**config.mk**
```make
export PLATFORM = sky130hd
export DESIGN_NAME = lcd_nibble_command_sequencer_top
export DESIGN_NICKNAME = d
export VERILOG_FILES = /design/src/rtl/lcdseq_pkg.sv /design/src/rtl/lcdseq_datapath.sv /design/src/rtl/lcdseq_ctrl.sv /design/src/rtl/lcd_nibble_command_sequencer_top.sv
export SDC_FILE = /design/constraint.sdc
export NUM_CORES = 1
export LEC_CHECK = 0
export BUFFER_PORTS_ARGS = -buffer_cell sky130_fd_sc_hd__buf_4
export CAP_MARGIN = 10
export CORE_UTILIZATION = 25
export DETAILED_ROUTE_END_ITERATION = 8
export PLACE_DENSITY = 0.37
export SLEW_MARGIN = 20
export SYNTH_ARGS = -nofsm -noshare
export SYNTH_HDL_FRONTEND = slang
export SYNTH_SLANG_ARGS = --single-unit
```
**constraint.sdc**
```tcl
create_clock -name clk -period 3.7 [get_ports clk]
set_input_delay 0.74 -clock clk [delete_from_list [all_inputs] [get_ports clk]]
set_output_delay 0.74 -clock clk [all_outputs]
set_load 0.05 [all_outputs]
```
**src/rtl/lcdseq_pkg.sv**
```systemverilog
package lcdseq_pkg;

	// Input item opcodes.
	typedef enum logic [2:0] {
		OP_ENQ_WRITE   = 3'd0,
		OP_ENQ_WAIT    = 3'd1,
		OP_ENQ_WAIT_NB = 3'd2,
		OP_TICK        = 3'd3,
		OP_FLUSH       = 3'd4
	} lcdseq_op_t;

	// Task kinds as held in the task store.
	localparam logic [1:0] TASK_WRITE   = 2'd0;
	localparam logic [1:0] TASK_WAIT    = 2'd1;
	localparam logic [1:0] TASK_WAIT_NB = 2'd2;

	// Result kinds.
	localparam logic [1:0] KIND_ACK       = 2'd0;
	localparam logic [1:0] KIND_NIBBLE    = 2'd1;
	localparam logic [1:0] KIND_TICK_DONE = 2'd2;

	// Task word: value in 15..0, instruction flag 16, two-nibble flag 17, kind 19..18.
	localparam int VALUE_W = 16;
	localparam int TASK_W  = 20;

	// Controller states.
	typedef enum logic [3:0] {
		ST_IDLE,
		ST_DECODE,
		ST_ACK,
		ST_SCAN_RD,
		ST_SCAN_CHK,
		ST_RUN_RD,
		ST_RUN_CHK,
		ST_NIB_HI,
		ST_NIB_LO,
		ST_TICK_DONE
	} lcdseq_state_t;

	// Commands from the controller to the datapath.
	typedef struct packed {
		logic       load_in;
		logic       enq_write;
		logic       flush;
		logic       scan_start;
		logic       scan_adv;
		logic       rd_scan;
		logic       rd_head;
		logic       set_fin;
		logic       fin_val;
		logic       head_adv;
		logic       dec_write;
		logic       emit;
		logic [1:0] emit_kind;
		logic       emit_hi;
		logic       emit_drop;
		logic       emit_last;
	} lcdseq_cmd_t;

	// Status from the datapath to the controller.
	typedef struct packed {
		lcdseq_op_t op;
		logic       full;
		logic       empty;
		logic       scan_at_tail;
		logic [1:0] task_kind;
		logic       task_two;
		logic       task_zero;
		logic       busy;
		logic       out_free;
	} lcdseq_stat_t;

endpackage

```
**src/rtl/lcdseq_datapath.sv**
```systemverilog
module lcdseq_datapath #(
	parameter int QUEUE_DEPTH = 16
) (
	input  logic                 clk,
	input  logic                 arst_n,
	input  lcdseq_pkg::lcdseq_cmd_t  cmd,
	output lcdseq_pkg::lcdseq_stat_t stat,
	input  logic [3:0]           s_tuser,
	input  logic [23:0]          s_tdata,
	output logic                 m_tvalid,
	input  logic                 m_tready,
	output logic [2:0]           m_tuser,
	output logic [7:0]           m_tdata,
	output logic                 m_tlast
);
	import lcdseq_pkg::*;

	localparam int IDX_W = (QUEUE_DEPTH > 1) ? $clog2(QUEUE_DEPTH) : 1;
	localparam logic [IDX_W-1:0] LAST_IDX = IDX_W'(QUEUE_DEPTH - 1);

	function automatic logic [IDX_W-1:0] next_slot(input logic [IDX_W-1:0] i);
		next_slot = (i == LAST_IDX) ? '0 : i + 1'b1;
	endfunction

	// Latched input item.
	lcdseq_op_t         op_q;
	logic               instr_q;
	logic [VALUE_W-1:0] value_q;
	logic               two_q;
	logic               busy_q;

	// Queue indices, scan pointer and end-of-tick emptiness.
	logic [IDX_W-1:0] head_q, tail_q, scan_q;
	logic             fin_empty_q;

	// Task store and its registered read port.
	logic [TASK_W-1:0] mem_q [QUEUE_DEPTH];
	logic [TASK_W-1:0] rd_data_q;
	logic [IDX_W-1:0]  rd_addr;

	// Output register.
	logic       out_valid_q;
	logic [1:0] out_kind_q;
	logic       out_rs_q;
	logic [3:0] out_nib_q;
	logic       out_drop_q;
	logic       out_empty_q;
	logic       out_last_q;

	logic               out_free;
	logic [VALUE_W-1:0] task_value;

	assign task_value = rd_data_q[VALUE_W-1:0];
	assign out_free   = !out_valid_q || m_tready;
	assign rd_addr    = cmd.rd_scan ? scan_q : head_q;

	// Capture the input item on its transfer.
	always_ff @(posedge clk) begin
		if (cmd.load_in) begin
			op_q    <= lcdseq_op_t'(s_tuser[2:0]);
			instr_q <= s_tuser[3];
			value_q <= s_tdata[15:0];
			two_q   <= s_tdata[16];
			busy_q  <= s_tdata[17];
		end
	end

	// Head, tail, scan pointer and final emptiness flag.
	always_ff @(posedge clk or negedge arst_n) begin
		if (!arst_n) begin
			head_q      <= '0;
			tail_q      <= '0;
			scan_q      <= '0;
			fin_empty_q <= 1'b1;
		end else begin
			if (cmd.enq_write) tail_q <= next_slot(tail_q);
			if (cmd.flush) begin
				head_q <= tail_q;
			end else if (cmd.head_adv) begin
				head_q <= next_slot(head_q);
			end
			if (cmd.scan_start) begin
				scan_q <= head_q;
			end else if (cmd.scan_adv) begin
				scan_q <= next_slot(scan_q);
			end
			if (cmd.set_fin) fin_empty_q <= cmd.fin_val;
		end
	end

	// Task store: one write port shared by enqueue and wait countdown, one read port.
	always_ff @(posedge clk) begin
		if (cmd.enq_write) begin
			mem_q[tail_q] <= {op_q[1:0], two_q, instr_q, value_q};
		end else if (cmd.dec_write) begin
			mem_q[head_q] <= {rd_data_q[TASK_W-1:VALUE_W], task_value - 1'b1};
		end
		if (cmd.rd_scan || cmd.rd_head) rd_data_q <= mem_q[rd_addr];
	end

	// Result register valid flag.
	always_ff @(posedge clk or negedge arst_n) begin
		if (!arst_n) begin
			out_valid_q <= 1'b0;
		end else if (cmd.emit) begin
			out_valid_q <= 1'b1;
		end else if (m_tready) begin
			out_valid_q <= 1'b0;
		end
	end

	// Result register payload.
	always_ff @(posedge clk) begin
		if (cmd.emit) begin
			out_kind_q <= cmd.emit_kind;
			out_drop_q <= cmd.emit_drop;
			out_last_q <= cmd.emit_last;
			if (cmd.emit_kind == KIND_NIBBLE) begin
				out_rs_q  <= ~rd_data_q[VALUE_W];
				out_nib_q <= cmd.emit_hi ? task_value[7:4] : task_value[3:0];
			end else begin
				out_rs_q  <= 1'b0;
				out_nib_q <= 4'd0;
			end
			out_empty_q <= (cmd.emit_kind == KIND_ACK) ? (head_q == tail_q) : fin_empty_q;
		end
	end

	// Status toward the controller.
	always_comb begin
		stat.op           = op_q;
		stat.full         = (next_slot(tail_q) == head_q);
		stat.empty        = (head_q == tail_q);
		stat.scan_at_tail = (scan_q == tail_q);
		stat.task_kind    = rd_data_q[TASK_W-1:VALUE_W+2];
		stat.task_two     = rd_data_q[VALUE_W+1];
		stat.task_zero    = (task_value == '0);
		stat.busy         = busy_q;
		stat.out_free     = out_free;
	end

	assign m_tvalid = out_valid_q;
	assign m_tuser  = {out_rs_q, out_kind_q};
	assign m_tdata  = {2'b00, out_empty_q, out_drop_q, out_nib_q};
	assign m_tlast  = out_last_q;

endmodule

```
**src/rtl/lcdseq_ctrl.sv**
```systemverilog
module lcdseq_ctrl (
	input  logic                     clk,
	input  logic                     arst_n,
	input  logic                     s_tvalid,
	output logic                     s_tready,
	input  lcdseq_pkg::lcdseq_stat_t stat,
	output lcdseq_pkg::lcdseq_cmd_t  cmd
);
	import lcdseq_pkg::*;

	lcdseq_state_t state_q, state_d;
	logic          drop_q;
	logic          is_enq;
	logic          stop_scan;

	assign is_enq = (stat.op == OP_ENQ_WRITE) || (stat.op == OP_ENQ_WAIT) ||
		(stat.op == OP_ENQ_WAIT_NB);

	// A pending wait or a busy display ends the tick at this task.
	assign stop_scan = ((stat.task_kind == TASK_WAIT) && !stat.task_zero) ||
		((stat.task_kind == TASK_WAIT_NB) && stat.busy);

	assign s_tready = (state_q == ST_IDLE);

	// State and drop flag registers.
	always_ff @(posedge clk or negedge arst_n) begin
		if (!arst_n) begin
			state_q <= ST_IDLE;
			drop_q  <= 1'b0;
		end else begin
			state_q <= state_d;
			if (state_q == ST_DECODE) drop_q <= is_enq && stat.full;
		end
	end

	// Next state.
	always_comb begin
		state_d = state_q;
		case (state_q)
			ST_IDLE:      if (s_tvalid) state_d = ST_DECODE;
			ST_DECODE:    state_d = (stat.op == OP_TICK) ? ST_SCAN_RD : ST_ACK;
			ST_ACK:       if (stat.out_free) state_d = ST_IDLE;
			ST_SCAN_RD:   state_d = stat.scan_at_tail ? ST_RUN_RD : ST_SCAN_CHK;
			ST_SCAN_CHK:  state_d = stop_scan ? ST_RUN_RD : ST_SCAN_RD;
			ST_RUN_RD:    state_d = stat.empty ? ST_TICK_DONE : ST_RUN_CHK;
			ST_RUN_CHK: begin
				case (stat.task_kind)
					TASK_WAIT:    state_d = stat.task_zero ? ST_RUN_RD : ST_TICK_DONE;
					TASK_WAIT_NB: state_d = stat.busy ? ST_TICK_DONE : ST_RUN_RD;
					default:      state_d = stat.task_two ? ST_NIB_HI : ST_NIB_LO;
				endcase
			end
			ST_NIB_HI:    if (stat.out_free) state_d = ST_NIB_LO;
			ST_NIB_LO:    if (stat.out_free) state_d = ST_RUN_RD;
			ST_TICK_DONE: if (stat.out_free) state_d = ST_IDLE;
			default:      state_d = ST_IDLE;
		endcase
	end

	// Datapath commands.
	always_comb begin
		cmd = '0;
		case (state_q)
			ST_IDLE: cmd.load_in = s_tvalid;
			ST_DECODE: begin
				cmd.enq_write  = is_enq && !stat.full;
				cmd.flush      = (stat.op == OP_FLUSH);
				cmd.scan_start = (stat.op == OP_TICK);
			end
			ST_ACK: begin
				cmd.emit      = stat.out_free;
				cmd.emit_kind = KIND_ACK;
				cmd.emit_drop = drop_q;
				cmd.emit_last = 1'b1;
			end
			ST_SCAN_RD: begin
				cmd.rd_scan = !stat.scan_at_tail;
				cmd.set_fin = stat.scan_at_tail;
				cmd.fin_val = 1'b1;
			end
			ST_SCAN_CHK: begin
				cmd.set_fin  = stop_scan;
				cmd.fin_val  = 1'b0;
				cmd.scan_adv = !stop_scan;
			end
			ST_RUN_RD: cmd.rd_head = !stat.empty;
			ST_RUN_CHK: begin
				case (stat.task_kind)
					TASK_WAIT: begin
						cmd.head_adv  = stat.task_zero;
						cmd.dec_write = !stat.task_zero;
					end
					TASK_WAIT_NB: cmd.head_adv = !stat.busy;
					default:      cmd.head_adv = 1'b0;
				endcase
			end
			ST_NIB_HI: begin
				cmd.emit      = stat.out_free;
				cmd.emit_kind = KIND_NIBBLE;
				cmd.emit_hi   = 1'b1;
			end
			ST_NIB_LO: begin
				cmd.emit      = stat.out_free;
				cmd.emit_kind = KIND_NIBBLE;
				cmd.head_adv  = stat.out_free;
			end
			ST_TICK_DONE: begin
				cmd.emit      = stat.out_free;
				cmd.emit_kind = KIND_TICK_DONE;
				cmd.emit_last = 1'b1;
			end
			default: cmd = '0;
		endcase
	end

endmodule

```
**src/rtl/lcd_nibble_command_sequencer_top.sv**
```systemverilog
// Channel  Direction  Handshake          Payload
// s_*      in         s_tvalid/s_tready  tuser: opcode, to_instruction_reg;
//                                        tdata: value, two_nibbles, busy_flag
// m_*      out        m_tvalid/m_tready  tuser: kind, rs_level; tdata: nibble, dropped,
//                                        queue_empty; tlast: last
//
// Enqueue, flush and unused opcodes pass through transfer, decode and ack.
// A tick runs through transfer and decode, a look-ahead over the queued tasks that finds the
// end-of-tick queue state, a run that carries out the tasks and emits one result per nibble,
// and the tick-finished result.
// Reset clears the indices, controller and output valid flag, not the store. A stalled output
// holds the controller in its emit state; a final result may wait while the next item is taken.
module lcd_nibble_command_sequencer_top #(
	parameter int QUEUE_DEPTH = 16
) (
	input  logic        clk,
	input  logic        arst_n,
	input  logic        s_tvalid,
	output logic        s_tready,
	input  logic [23:0] s_tdata,  // value[15:0], two_nibbles[16], busy_flag[17], zero
	input  logic [3:0]  s_tuser,  // opcode[2:0], to_instruction_reg[3]
	output logic        m_tvalid,
	input  logic        m_tready,
	output logic [7:0]  m_tdata,  // nibble[3:0], dropped[4], queue_empty[5], zero
	output logic [2:0]  m_tuser,  // kind[1:0], rs_level[2]
	output logic        m_tlast
);
	import lcdseq_pkg::*;

	lcdseq_cmd_t  cmd;
	lcdseq_stat_t stat;

	// Sequencing controller.
	lcdseq_ctrl u_ctrl (
		.clk      (clk),
		.arst_n   (arst_n),
		.s_tvalid (s_tvalid),
		.s_tready (s_tready),
		.stat     (stat),
		.cmd      (cmd)
	);

	// Task store, queue indices and result register.
	lcdseq_datapath #(
		.QUEUE_DEPTH (QUEUE_DEPTH)
	) u_datapath (
		.clk      (clk),
		.arst_n   (arst_n),
		.cmd      (cmd),
		.stat     (stat),
		.s_tuser  (s_tuser),
		.s_tdata  (s_tdata),
		.m_tvalid (m_tvalid),
		.m_tready (m_tready),
		.m_tuser  (m_tuser),
		.m_tdata  (m_tdata),
		.m_tlast  (m_tlast)
	);

endmodule
```
# Word level (Yosys, flattened, before mapping)
# Memories as Yosys holds them, arrays and structs flattened. A register that Yosys moved wholly into a read port is not among the register bits.
# Index checks and enable logic that the tools add are counted.
[classes]
add_sub_neg = 4
n_reduce_logical = 27
bitwise_logic = 1
eq_ne = 26
n_mux = 46
[op_table]
columns = ["op", "count"]
rows = [
  ["2-to-1 mux 4 bit", 18],
  ["one-hot mux 4 bit (9 select lines)", 1],
  ["equality test 4 bit (second input constant)", 5],
  ["2-to-1 mux 20 bit", 1],
  ["OR reduction 20 bit", 1],
  ["2-to-1 mux 1 bit", 19],
  ["equality test 4 x 3 -> 1 bit (second input constant)", 4],
  ["zero test 16 bit", 1],
  ["subtractor 16 x 1 -> 16 bit (second input constant)", 1],
  ["adder 4 x 1 -> 4 bit (second input constant)", 3],
  ["equality test 4 bit", 3],
  ["one-hot mux 3 bit (3 select lines)", 1],
  ["equality test 4 x 2 -> 1 bit (second input constant)", 2],
  ["one-hot mux 4 bit (2 select lines)", 1],
  ["zero test 1 bit", 7],
  ["equality test 3 x 2 -> 1 bit (second input constant)", 2],
  ["2-to-1 mux 3 bit", 2],
  ["inequality test 2 x 1 -> 1 bit (second input constant)", 3],
  ["nonzero test 2 bit", 3],
  ["logical OR 1 bit", 5],
  ["equality test 2 x 1 -> 1 bit (second input constant)", 2],
  ["equality test 4 x 1 -> 1 bit (second input constant)", 1],
  ["logical AND 1 bit", 4],
  ["zero test 4 bit", 1],
  ["11 further kinds", 13],
]
[word_totals]
elab_cells = 123
n_memories = 1
ramBits = 320
regBits = 51
output_inout_bits = 14
[memory_table]
columns = ["memory", "depth", "width", "read_ports", "rd_clocked_by_memory_dff", "wr", "line", "source"]
rows = [
  ["u_datapath.mem_q", 16, 20, 1, 1, 1, "lcdseq_datapath.sv:37", "logic [TASK_W-1:0] mem_q [QUEUE_DEPTH];"],
]

# Depth between registers and ports, before layout
# Gate-level depths: netlist of run 1.
[depth]
ltp_word = 10
mapped_depth = 9
depth_no_buf = 8

# By module
# From an unflattened synthesis of run 1, not the netlist that was laid out.
[unflattened]
hier_cells = 1038
area_unflattened_um2 = 16208.0
[modules_own_cells]
columns = ["module", "cells_each", "area_per_inst_um2", "n_inst", "seq_area_each_um2"]
rows = [
  ["lcdseq_datapath", 937, 15499.9, 1, 11522.3],
  ["lcdseq_ctrl", 101, 708.2, 1, 125.1],
]

# Worst setup path after synthesis of run 1
# Ideal clock, no wire load.
[synth_timing]
path_kind = "flip-flop to flip-flop"
startpoint = "register u_ctrl.state_q[0]"
endpoint = "register u_datapath.busy_q, enable pin"
setup_slack_ns = 0.165
path_stages_with_launch = 5
synth_period_minus_slack_ns = 3.535
arrival_ns = 3.154
n_path_buf = 2
setup_time_ns = 0.381
path_cell_list = "dfrtp_1 > clkbuf_1 > clkbuf_1 > nor4_1 > and2_1"
[synth_rtl]
columns = ["item", "line", "source"]
rows = [
  ["from (decl)", "lcdseq_ctrl.sv:11", "lcdseq_state_t state_q, state_d;"],
  ["from (signal assigned)", "lcdseq_ctrl.sv:31", "state_q <= state_d;"],
  ["to (signal assigned)", "lcdseq_datapath.sv:64", "busy_q <= s_tdata[17];"],
  ["to (decl)", "lcdseq_datapath.sv:30", "logic busy_q;"],
]

# Worst setup path in the final report of run 1
[layout_timing]
startpoint = "register u_datapath.rd_data_q[2] (read register of u_datapath.mem_q)"
endpoint = "memory u_datapath.mem_q[11][8], enable pin"
[layout_between]
elab_chain_cells = 9
[layout_lines]
columns = ["item", "line", "source"]
rows = [
  ["from (decl)", "lcdseq_datapath.sv:38", "logic [TASK_W-1:0] rd_data_q;"],
  ["zero test 16 bit (*)", "lcdseq_datapath.sv:137", "stat.task_zero = (task_value == '0);"],
  ["zero test 1 bit (*)", "lcdseq_ctrl.sv:91", "cmd.dec_write = !stat.task_zero;"],
  ["2-to-1 mux 1 bit (*)", "lcdseq_ctrl.sv:88", "case (stat.task_kind)"],
  ["2-to-1 mux 1 bit (*)", "lcdseq_ctrl.sv:63", "case (state_q)"],
  ["2-to-1 mux 1 bit (*)", "lcdseq_datapath.sv:95", "end else if (cmd.dec_write) begin"],
  ["2-to-1 mux 1 bit (*)", "lcdseq_datapath.sv:93", "if (cmd.enq_write) begin"],
  ["2-to-1 mux 1 bit (implied by the code) (*)", "lcdseq_datapath.sv:96", "mem_q[head_q] <= {rd_data_q[TASK_W-1:VALUE_W], task_value - 1'b1};"],
  ["OR reduction 20 bit (no source line)", "n/a", ""],
  ["2-to-1 mux 4 bit (no source line) / 2-to-1 mux 1 bit (equally long branches)", "n/a", ""],
  ["to (decl)", "lcdseq_datapath.sv:37", ""],
]
# Mark *: on every way between the ends. The rest lies on a longest branch, timed or not.

==> results_dict.tcl, run 1 <==
set metrics [dict create \
    status "finished with violations" \
    violations "design-rule violations" \
    critPathMaxStageDelay_ns 0.98 \
    met2_usage 0.2400 \
    dpl_cell_area_um2 20540 \
    die_h_um 275.2 \
    postCtsResizedCells 0 \
    design.core.area_um2 73450 \
    critPathKind "register to register" \
    h-tree-depth 2 \
    die_area_um2 75720 \
    place_congestion 0.7415 \
    top_usage_layer "met2" \
    crit_end "u_datapath.mem_q[11][8]" \
    fin_area_um2 22060 \
    fmax_mhz 284.8 \
    cts-root-buf "clkbuf_16" \
    finalPower_mw 16.18 \
    met1_usage 0.2007 \
    p_per_area_nw_per_um2 733.7 \
    cts.path.max_buffers 3 \
    slew-limit-headroom 0.2681 \
    cp_data_arrival_time_ns 3.72 \
    drv_cap 0 \
    r2r-start "u_datapath.rd_data_q[2]" \
    fin_worst_skew_ns 0.02948 \
    clkLatencyLatePin_ns 0.61 \
    synth.area.mux_share 0.1984 \
    peakVddDrop_mv 0.4793 \
    vias 10960 \
    synth_top_family_by_area "multiplexers" \
    worstSetupStartpoint "u_datapath.rd_data_q[2]" \
    fillCellCount 7235 \
    synth_edf_count 372 \
    async_reset_ff_frac 0.04859 \
    crit_path_start_kind "register" \
    cts_setup_buffers 0 \
    ios 46 \
    synth.yosys.seq_area_share 0.6243 \
    regToRegSetupSlack_ns 0.19 \
    diodes 0 \
    drtAntennaViolNets 0 \
    ys_ff_latch 391 \
    reg2reg_depth 8 \
    crit_path_top_delay_cell "nor2_4" \
    io_buffers 37 \
    grt_remaining_overflow 0 \
    clk_pin_slew_ns 0.06 \
    critical_path.max_fanout 20 \
    worstSetupEndpointType "register" \
    grt_pass1_wl_mm 79.43 \
    via_per_inst 4.878 \
    worst_pin_slew_ns 1.095 \
    grt_usage 0.1461 \
    setup_tns_ns 0 \
    grt_max_degree 90 \
    fin_crit_sh 0.9489 \
    synth_xor_area_frac 0.01174 \
    synth_area_per_cell_um2 15.53 \
    fin_hold_ws_ns 0.04082 \
    cts_hold_buf 0 \
    start_util 0.2540 \
    yosysWarnings 0 \
    synthCells 1201 \
    slew_violations 0 \
    synth-simple-area-share 0.08350 \
    grt_pass1_vias 11560 \
    num_rows 99 \
    rsz0062_at_grt "no" \
    netlist_area_um2 18660 \
    p_leak_nw 7.034 \
    syn_to_final_growth_pct 18.23 \
    dr.first_iter.drc_count 789 \
    required_ns 3.91 \
    yosysUniqueCellTypes 64 \
    setup_viol 0 \
    drt_wl_total_mm 54.36 \
    nets 1288 \
    ys.flop_type "edfxtp_1" \
    drt_pre_antenna_iters 8 \
    die_w_um 275.2 \
    routedWlPerCell_um 24.20 \
    layout-drive-gt1-share 0.2875 \
    tritoncts "done" \
    synth_compound_area_frac 0.05325 \
    met3_usage 0.02060 \
    antenna_found_initial 0 \
    hold_viol 0 \
    hpwl_mm 30.42 \
    drcViolationCount 3 \
    synth_fa_ha_area_frac 0.004024 \
    path_cells "or3_4 -> nor4b_1 -> buf_4 -> a21oi_4 -> buf_4 -> nor2_1 -> a31oi_1 -> nor2_4" \
    min_period_ns 3.511 \
    cts_sinks 391 \
    min_path_type "input pin to asynchronous set/reset pin" \
    crit_top_cell "buf_4" \
    cts_buffers 46 \
    rr_endpoint "u_datapath.mem_q[11][8]" \
]
worst min path at each step:
stage,to,slack [ns],cells past startpoint
final,u_datapath.head_q[2],0.04,1
after global routing,u_datapath.scan_q[2],0.04,1
after CTS,u_datapath.tail_q[3],0.02,1
after detailed placement,u_datapath.fin_empty_q,0.55,1
after global placement,u_datapath.fin_empty_q,0.54,1
after floorplan,u_ctrl.drop_q,0.44,0
synth_stat cells (3+ instances only):
library cell	number	area, um^2
nand2b_1	4	25.02
xnor2_1	16	140.1
o31ai_1	4	30.03
buf_2	19	95.09
buf_4	6	45.04
inv_1	14	52.55
and3_1	7	43.79
nand2_1	186	698.2
a22oi_1	4	30.03
ha_1	6	75.07
clkbuf_1	57	214.0
mux4_2	160	3603
or4_1	22	165.2
a21oi_1	106	530.5
mux2_2	6	67.56
o31a_1	3	26.28
o211ai_1	4	30.03
nor3b_1	7	52.55
nand3_1	4	20.02
nor2b_1	13	81.33
nor3_1	11	55.05
and2_1	3	18.77
buf_1	8	30.03
a32oi_1	3	26.28
mux2i_1	3	30.03
dfrtp_1	18	450.4
xor2_1	9	78.83
nor4_1	6	37.54
o21ai_0	14	70.07
a22o_1	4	35.03
edfxtp_1	372	11170
nor2_1	51	191.4
a31oi_1	12	75.07
area by class of cell:
cell class | count | area, um^2 | share of cell area
multi-input cells | 705 | 6800 | 0.3083
inverters | 14 | 52.55 | 0.002382
repair buffers | 92 | 855.8 | 0.03880
well taps | 959 | 1200 | 0.05440
clock inverters | 29 | 297.8 | 0.01350
clock buffers | 56 | 1189 | 0.05389
flip-flops and latches | 391 | 11660 | 0.5287
layout by cell type, fill, tap and decap left out, types with 10 or more instances in the layout:
master	Yosys	final
inv_1	14	14
nand2_1	186	186
dfrtp_1	18	14
a21oi_1	106	91
edfxtp_1	372	372
clkbuf_1	57	10
xnor2_1	16	16
clkbuf_16	0	46
nor2b_1	13	13
a21oi_2	0	10
a31oi_1	12	11
or4_1	22	22
buf_12	0	10
nor2_1	51	35
mux4_2	160	160
buf_4	6	80
clkinv_1	0	15
o21ai_0	14	13
nor3_1	11	11
nor2_4	1	17
logic make-up (layout without fill, tap and decap cells):
group	Yosys count	after routing
flip-flops	391	391
AND/OR/NAND/NOR	333	333
AO/OA/AOI/OAI	170	170
multiplexers	169	169
buffers and inverters	106	191
XOR/XNOR	25	25
adder cells (fa/ha/maj)	6	6
other	1	2
per-stage QoR:
stage,instances,utilization,setup slack [ns]
detailed placement,2161,0.2796,0.1704
CTS,2246,0.2999,0.1375
floorplan,1202,-,0.1650
global route,2246,0.3003,0.09136
global placement,2159,0.2787,0.07822
finish,2246,0.3003,0.1890
critical path: cells and delay by family (launching register included):
| kind | cells | cell delay (ns) |
|---|---|---|
| buffers and inverters | 2 | 0.42 |
| AOI/OAI and AO/OA | 2 | 0.27 |
| DFF | 1 | 0.46 |
| and+or+nand+nor | 4 | 1.91 |
power breakdown:
part	leakage [nW]	total (mW)	switching, mW	internal, mW
clock	0.718	4.53	1.89	2.64
sequential	3.60	5.78	0.265	5.52
combinational	2.72	5.87	3.45	2.41
total	7.03	16.2	5.61	10.6
registers in the layout (all words and copies together) (netlist names), 2 cells and up:
register / cells
u_datapath.mem_q: 320
u_ctrl.state_q: 4
u_datapath.tail_q: 4
u_datapath.op_q: 3
u_datapath.value_q: 16
u_datapath.rd_data_q: 20
u_datapath.out_nib_q: 4
u_datapath.scan_q: 4
u_datapath.out_kind_q: 2
u_datapath.head_q: 4
per-layer routing:
| layer | wire [um] | vias up |
|---|---|---|
| met1 | 25200 | 5816 |
| met3 | 1903 | 69 |
| met4 | 1224 | 0 |
| met2 | 26030 | 200 |
| li1 | - | 4872 |
| met5 | 0 | - |
No activity file was read; power rests on OpenSTA's default activity.
==> run 2, diff against run 1 <==
--- a/config.mk
+++ b/config.mk
@@ -5,9 +5,10 @@
 export SDC_FILE = /design/constraint.sdc
 export NUM_CORES = 1
 export LEC_CHECK = 0
-export BUFFER_PORTS_ARGS = -buffer_cell sky130_fd_sc_hd__buf_4
+export BUFFER_PORTS_ARGS = -buffer_cell sky130_fd_sc_hd__buf_2
 export CAP_MARGIN = 10
 export CORE_UTILIZATION = 25
+export CTS_CLUSTER_DIAMETER = 50
 export DETAILED_ROUTE_END_ITERATION = 8
 export PLACE_DENSITY = 0.37
 export SLEW_MARGIN = 20
==> run 2 against run 1 <==
Against the previous run: the flow still finishes with violations (design-rule violations); die area unchanged; design area rose by 0.67%; critical path depth is the same; global-route usage grew 0.21 points; combinational power about the same; final cell count up 0.85%; clock power grew 13%; non-clock buffer count is 3 higher; critical endpoint is now u_datapath.mem_q[5][8]; highest routed layer unchanged.
==> results_dict.tcl, run 2 (synthesized netlist as in run 1, its figures left out) <==
set metrics [dict create \
    status "finished with violations" \
    violations "design-rule violations" \
    cts_buffers 54 \
    drv_cap 0 \
    final_core_util 0.3023 \
    ios 46 \
    crit_path_top_delay_cell "nor2_4" \
    cts_setup_buffers 0 \
    slew-limit-headroom 0.2805 \
    rr_endpoint "u_datapath.mem_q[5][8]" \
    drt_pre_antenna_iters 7 \
    worstSetupStartpoint "u_datapath.rd_data_q[10]" \
    rsz0062_at_grt "no" \
    via_per_inst 4.865 \
    critical_path.max_fanout 20 \
    critPathKind "register to register" \
    drcViolationCount 8 \
    crit_top_cell "buf_4" \
    place_ws_ns 0.2675 \
    nets 1299 \
    routedWlPerCell_um 24.31 \
    cts_hold_buf 0 \
    path_cells "or4_1 -> nor3_2 -> buf_4 -> a21oi_4 -> buf_4 -> nor3_1 -> a31oi_1 -> nor2_4" \
    design.core.area_um2 73450 \
    fmax_mhz 293.0 \
    setup_viol 0 \
    tritoncts "done" \
    setup_tns_ns 0 \
    top_regs "u_datapath.mem_q x320, u_datapath.rd_data_q x20, u_datapath.value_q x16" \
    fin_crit_sh 0.9226 \
    critPathMaxStageDelay_ns 0.95 \
    clk_pin_slew_ns 0.06 \
    grt_remaining_overflow 0 \
    min_path_type "input pin to asynchronous set/reset pin" \
    dr.first_iter.drc_count 730 \
    cts.path.max_buffers 3 \
    r2r-start "u_datapath.rd_data_q[10]" \
    drt_wl_total_mm 55.07 \
    fillCellCount 7254 \
    postCtsResizedCells 0 \
    min_period_ns 3.414 \
    worstSetupEndpointType "register" \
    vias 11020 \
    cts_sinks 391 \
    h-tree-depth 2 \
    largest_reg_flops 320 \
    p_per_area_nw_per_um2 756.6 \
    crit_path_start_kind "register" \
    p_leak_nw 7.125 \
    fin_ws_ns 0.2865 \
    slew_violations 0 \
    syn_to_final_growth_pct 19.02 \
    cp_data_arrival_time_ns 3.64 \
    clkLatencyLatePin_ns 0.63 \
    grt_usage 0.1482 \
    layout-drive-gt1-share 0.3037 \
    top_register "u_datapath.mem_q" \
    peakVddDrop_mv 0.7827 \
    dpl_cell_area_um2 20390 \
    grt_max_degree 86 \
    antenna_found_initial 0 \
    die_area_um2 75720 \
    final_cell_mix "edfxtp_1 (372), nand2_1 (186), mux4_2 (160), a21oi_1 (88), clkbuf_16 (54)" \
    hpwl_mm 31.07 \
    start_util 0.2540 \
    worst_pin_slew_ns 1.077 \
    io_buffers 37 \
    die_h_um 275.2 \
    die_w_um 275.2 \
    place_congestion 0.7471 \
    fin_area_um2 22210 \
    required_ns 3.93 \
    drtAntennaViolNets 0 \
    cts-root-buf "clkbuf_16" \
    regToRegSetupSlack_ns 0.29 \
    grt_pass1_wl_mm 80.33 \
    final_common_cell "edfxtp_1" \
    fin_worst_skew_ns 0.03610 \
    fin_hold_ws_ns 0.1077 \
    reg2reg_depth 8 \
    grt_pass1_vias 11470 \
    num_rows 99 \
    hold_viol 0 \
]
-- run 2: cell types whose count changed in the layout (fill, tap and decap cells not counted), moves of 2 or more --
cell / previous run / this run
clkinv_2: 5 / 7
buf_2: 0 / 37
diode_2: 0 / 2
clkinvlp_4: 1 / 5
buf_12: 10 / 6
inv_6: 1 / 7
a21oi_1: 91 / 88
clkinv_1: 15 / 13
buf_4: 80 / 51
clkbuf_16: 46 / 54
a21oi_2: 10 / 13
clkbuf_1: 10 / 5
-- run 2: how the worst max path moves through the flow --
stage,endpoint,slack [ns],depth (start not counted)
floorplan,u_datapath.busy_q,0.17,4
global placement,u_datapath.mem_q[0][7],0.20,8
detailed placement,u_datapath.mem_q[5][8],0.27,8
CTS,u_datapath.mem_q[5][17],0.25,8
global route,u_datapath.mem_q[5][17],0.07,8
finish,u_datapath.mem_q[5][8],0.29,8
-- run 2: area by class of cell --
cell class	instances	area (um^2)	share of cell area
Antenna cell	2	5.005	0.0002254
Clock buffer	59	1370	0.06170
Clock inverter	40	394.1	0.01775
Inverter	14	52.55	0.002367
Multi-Input combinational cell	705	6805	0.3065
Sequential cell	391	11660	0.5252
Tap cell	959	1200	0.05404
Timing Repair Buffer	95	715.7	0.03223
-- run 2: critical path: cells and delay by family, from the launching register on --
| kind | cells | cell delay, ns |
|---|---|---|
| flops | 1 | 0.46 |
| compound gates | 2 | 0.29 |
| simple gates | 4 | 1.90 |
| buf+inv | 2 | 0.36 |
-- run 2: per-stage QoR --
stage	total power [mW]	cells
after floorplan	9.791	1202
after global placement	11.86	2162
after detailed placement	11.86	2164
after CTS	17.06	2263
after global routing	17.65	2263
final	16.80	2265
-- run 2: layer usage --
metal  GRT usage  up-vias  share of wire
li1            -     4902              -
met1      0.2052     5835           0.46
met2      0.2411      211           0.48
met3     0.02104       72          0.037
met4     0.04260        0          0.023
met5           0        -              0
-- run 2: where the power goes --
group	leakage (nW)	switching, mW	internal [mW]
sequential	3.60	0.276	5.52
combinational	2.68	3.48	2.39
clock	0.849	2.09	3.05
total	7.12	5.85	11.0
==> run 3, diff against run 2 <==
--- a/config.mk
+++ b/config.mk
@@ -5,6 +5,7 @@
 export SDC_FILE = /design/constraint.sdc
 export NUM_CORES = 1
 export LEC_CHECK = 0
+export ABC_AREA = 1
 export BUFFER_PORTS_ARGS = -buffer_cell sky130_fd_sc_hd__buf_2
 export CAP_MARGIN = 10
 export CORE_UTILIZATION = 25
==> run 3 against run 2 <==
Against the previous run: the flow now finishes without violations; wire length rose by 1.4%; first-iteration DRC count rose by 27%; die area fell by 4.4%; critical path depth rose by 3; global-route usage rose by 0.95 points; sequential cell count did not move.
==> results_dict.tcl, run 3 <==
set metrics [dict create \
    status "finished clean" \
    dr.first_iter.drc_count 925 \
    drt_wl_total_mm 55.87 \
    postCtsResizedCells 0 \
    critPathKind "register to register" \
    place_congestion 0.7815 \
    synth_common_cells "nand3_1 (405), edfxtp_1 (372), inv_1 (370)" \
    layout-drive-gt1-share 0.1189 \
    clkLatencyLatePin_ns 0.62 \
    final_cell_mix "nand3_1 (402), edfxtp_1 (372), inv_1 (369), nand2_1 (352), clkbuf_16 (54)" \
    crit_path_top_delay_cell "edfxtp_1" \
    via_per_inst 4.336 \
    synth_area_per_cell_um2 10.00 \
    hold_viol 0 \
    crit_top_cell "nand2_1" \
    drt_pre_antenna_iters 5 \
    cts_hold_buf 0 \
    die_w_um 269 \
    die_h_um 269 \
    synth_compound_area_frac 0.02036 \
    regToRegSetupSlack_ns 0.56 \
    synth.yosys.seq_area_share 0.6535 \
    synth.area.mux_share 0 \
    netlist_area_um2 17820 \
    synthCells 1782 \
    synth-simple-area-share 0.2065 \
    grt_pass1_wl_mm 82.66 \
    final_common_cell "nand3_1" \
    finalPower_mw 17.29 \
    drcViolationCount 0 \
    synth_xor_area_frac 0.01179 \
    cts_sinks 391 \
    crit_buf_inv 2 \
    grt_max_degree 81 \
    design.core.area_um2 70270 \
    synth_top_family_by_area "simple AND/OR/NAND/NOR gates" \
    met1_length_mm 26.56 \
    fin_worst_skew_ns 0.02704 \
    yosysWarnings 0 \
    cp_data_arrival_time_ns 3.46 \
    critPathMaxStageDelay_ns 0.44 \
    p_leak_nw 9.024 \
    reg2reg_depth 11 \
    cts.path.max_buffers 3 \
    met3_length_mm 2.536 \
    setup_tns_ns 0 \
    wl_met2_mm 25.48 \
    worstSetupEndpointType "register" \
    required_ns 4.02 \
    top_register "u_datapath.mem_q" \
    grt_pass1_vias 12120 \
    largest_reg_flops 320 \
    r2r-start "u_datapath.rd_data_q[0]" \
    dr.max_layer_used "met4" \
    antenna_found_initial 0 \
    ios 46 \
    p_per_area_nw_per_um2 802.7 \
    worst_pin_slew_ns 0.9849 \
    vias 12320 \
    synth_fa_ha_area_frac 0.004212 \
    path_cells "inv_1 -> ha_1 -> nand2_1 -> nor2_1 -> nand4_1 -> nand3_2 -> nand2_1 -> o21ai_0 -> nand2_1 -> nor2_4 -> buf_12" \
    clk_pin_slew_ns 0.06 \
    critical-path-top-delay-family "simple AND/OR/NAND/NOR gates" \
    cts_setup_buffers 0 \
    diodes 0 \
    h-tree-depth 2 \
    synth_top_cell_by_area "edfxtp_1" \
    critical_path.max_fanout 12 \
    crit_path_start_kind "register" \
    cts_buffers 54 \
    rr_endpoint "u_datapath.mem_q[0][12]" \
    syn_to_final_growth_pct 20.84 \
    top_regs "u_datapath.mem_q x320, u_datapath.rd_data_q x20, u_datapath.value_q x16" \
    synth.most_common_cell "nand3_1" \
    slew_violations 0 \
    nets 1898 \
    yosysUniqueCellTypes 33 \
    cts-root-buf "clkbuf_16" \
    grt_usage 0.1577 \
    drtAntennaViolNets 0 \
    setup_viol 0 \
    min_period_ns 3.142 \
    synth_edf_count 372 \
    async_reset_ff_frac 0.04859 \
    drv_cap 0 \
    min_path_type "input pin to asynchronous set/reset pin" \
    io_buffers 37 \
    hpwl_mm 32.43 \
    rsz0062_at_grt "no" \
    fin_crit_sh 0.8492 \
    start_util 0.2536 \
    ys_ff_latch 391 \
    routedWlPerCell_um 19.67 \
    synthTopCellsByArea "edfxtp_1 (63%), nand3_1 (11%), inv_1 (7.8%), nand2_1 (7.4%), dfrtp_1 (2.5%)" \
    die_area_um2 72360 \
    fmax_mhz 318.3 \
    ys.flop_type "edfxtp_1" \
    fin_hold_ws_ns 0.08279 \
    num_rows 97 \
    grt_remaining_overflow 0 \
    peakVddDrop_mv 0.3828 \
    synthDominantCellAreaShare 0.6268 \
    tritoncts "done" \
    slew-limit-headroom 0.3434 \
]
[run 3: changes by cell type after synthesis, sizes merged, moves of 12 or more]
| cell | previous run | this run |
|---|---|---|
| nor2b | 13 | 0 |
| mux4 | 160 | 0 |
| nand2 | 187 | 357 |
| o21ai | 14 | 48 |
| clkbuf | 57 | 27 |
| a21oi | 106 | 10 |
| inv | 14 | 375 |
| nand3 | 4 | 405 |
| buf | 35 | 58 |
| or4 | 24 | 0 |
| a31oi | 12 | 0 |
[run 3: logic make-up (layout without fill, tap and decap cells)]
logic type	count (synthesis)	after routing
and+or+nand+nor	833	833
buffers and inverters	460	577
DFF	391	391
AOI/OAI and AO/OA	67	67
xor gates and xnor gates	24	24
adders and majority gates	6	6
other	1	2
[run 3: how the worst max path moves through the flow]
stage | from | endpoint | slack [ns] | cells after the start
4_1_cts | u_datapath.rd_data_q[0] | u_datapath.mem_q[0][0] | 0.53 | 11
3_5_place_dp | u_datapath.rd_data_q[0] | u_datapath.mem_q[0][11] | 0.53 | 11
2_1_floorplan | u_datapath.rd_data_q[0] | u_datapath.mem_q[4][0] | 0.65 | 11
6_report | u_datapath.rd_data_q[0] | u_datapath.mem_q[0][12] | 0.56 | 11
5_1_grt | u_datapath.rd_data_q[0] | u_datapath.mem_q[7][4] | 0.28 | 11
3_3_place_gp | u_datapath.rd_data_q[0] | u_datapath.mem_q[0][11] | 0.61 | 11
[run 3: final cells by class]
class / count / area [um^2]
Timing Repair Buffer: 106 / 1028
Sequential cell: 391 / 11650
Tap cell: 940 / 1176
Fill cell: 7255 / 48730
Inverter: 375 / 1408
Clock inverter: 35 / 407.9
Clock buffer: 61 / 1378
Multi-Input combinational cell: 932 / 4492
[run 3: per-layer routing]
metal | vias up | track usage
li1 | 5995 | -
met1 | 6000 | 0.2169
met2 | 248 | 0.2531
met3 | 72 | 0.02539
met4 | 0 | 0.04914
met5 | - | 0
[run 3: stage by stage]
step	area, um^2	instances	setup slack [ns]	util
2_1_floorplan	17830	1783	0.6490	-
6_report	21540	2840	0.5580	0.3065
3_5_place_dp	19750	2744	0.5331	0.2811
5_1_grt	21540	2840	0.2836	0.3065
3_3_place_gp	19750	2744	0.6107	0.2811
4_1_cts	21540	2840	0.5266	0.3065
[run 3: worst register-to-register path: cells and delay by family (launching register included)]
family / cells / cell delay (ns)
adders and majority gates: 1 / 0.20
AOI/OAI and AO/OA: 1 / 0.17
DFF: 1 / 0.44
buffers and inverters: 2 / 0.35
and+or+nand+nor: 7 / 1.69
[run 3: where the power goes]
group          internal (mW)  total (mW)  switching [mW]
Sequential              5.58        5.90           0.319
Clock                   3.12        5.18            2.06
Combinational           1.75        6.21            4.46
Total                   10.4        17.3            6.84
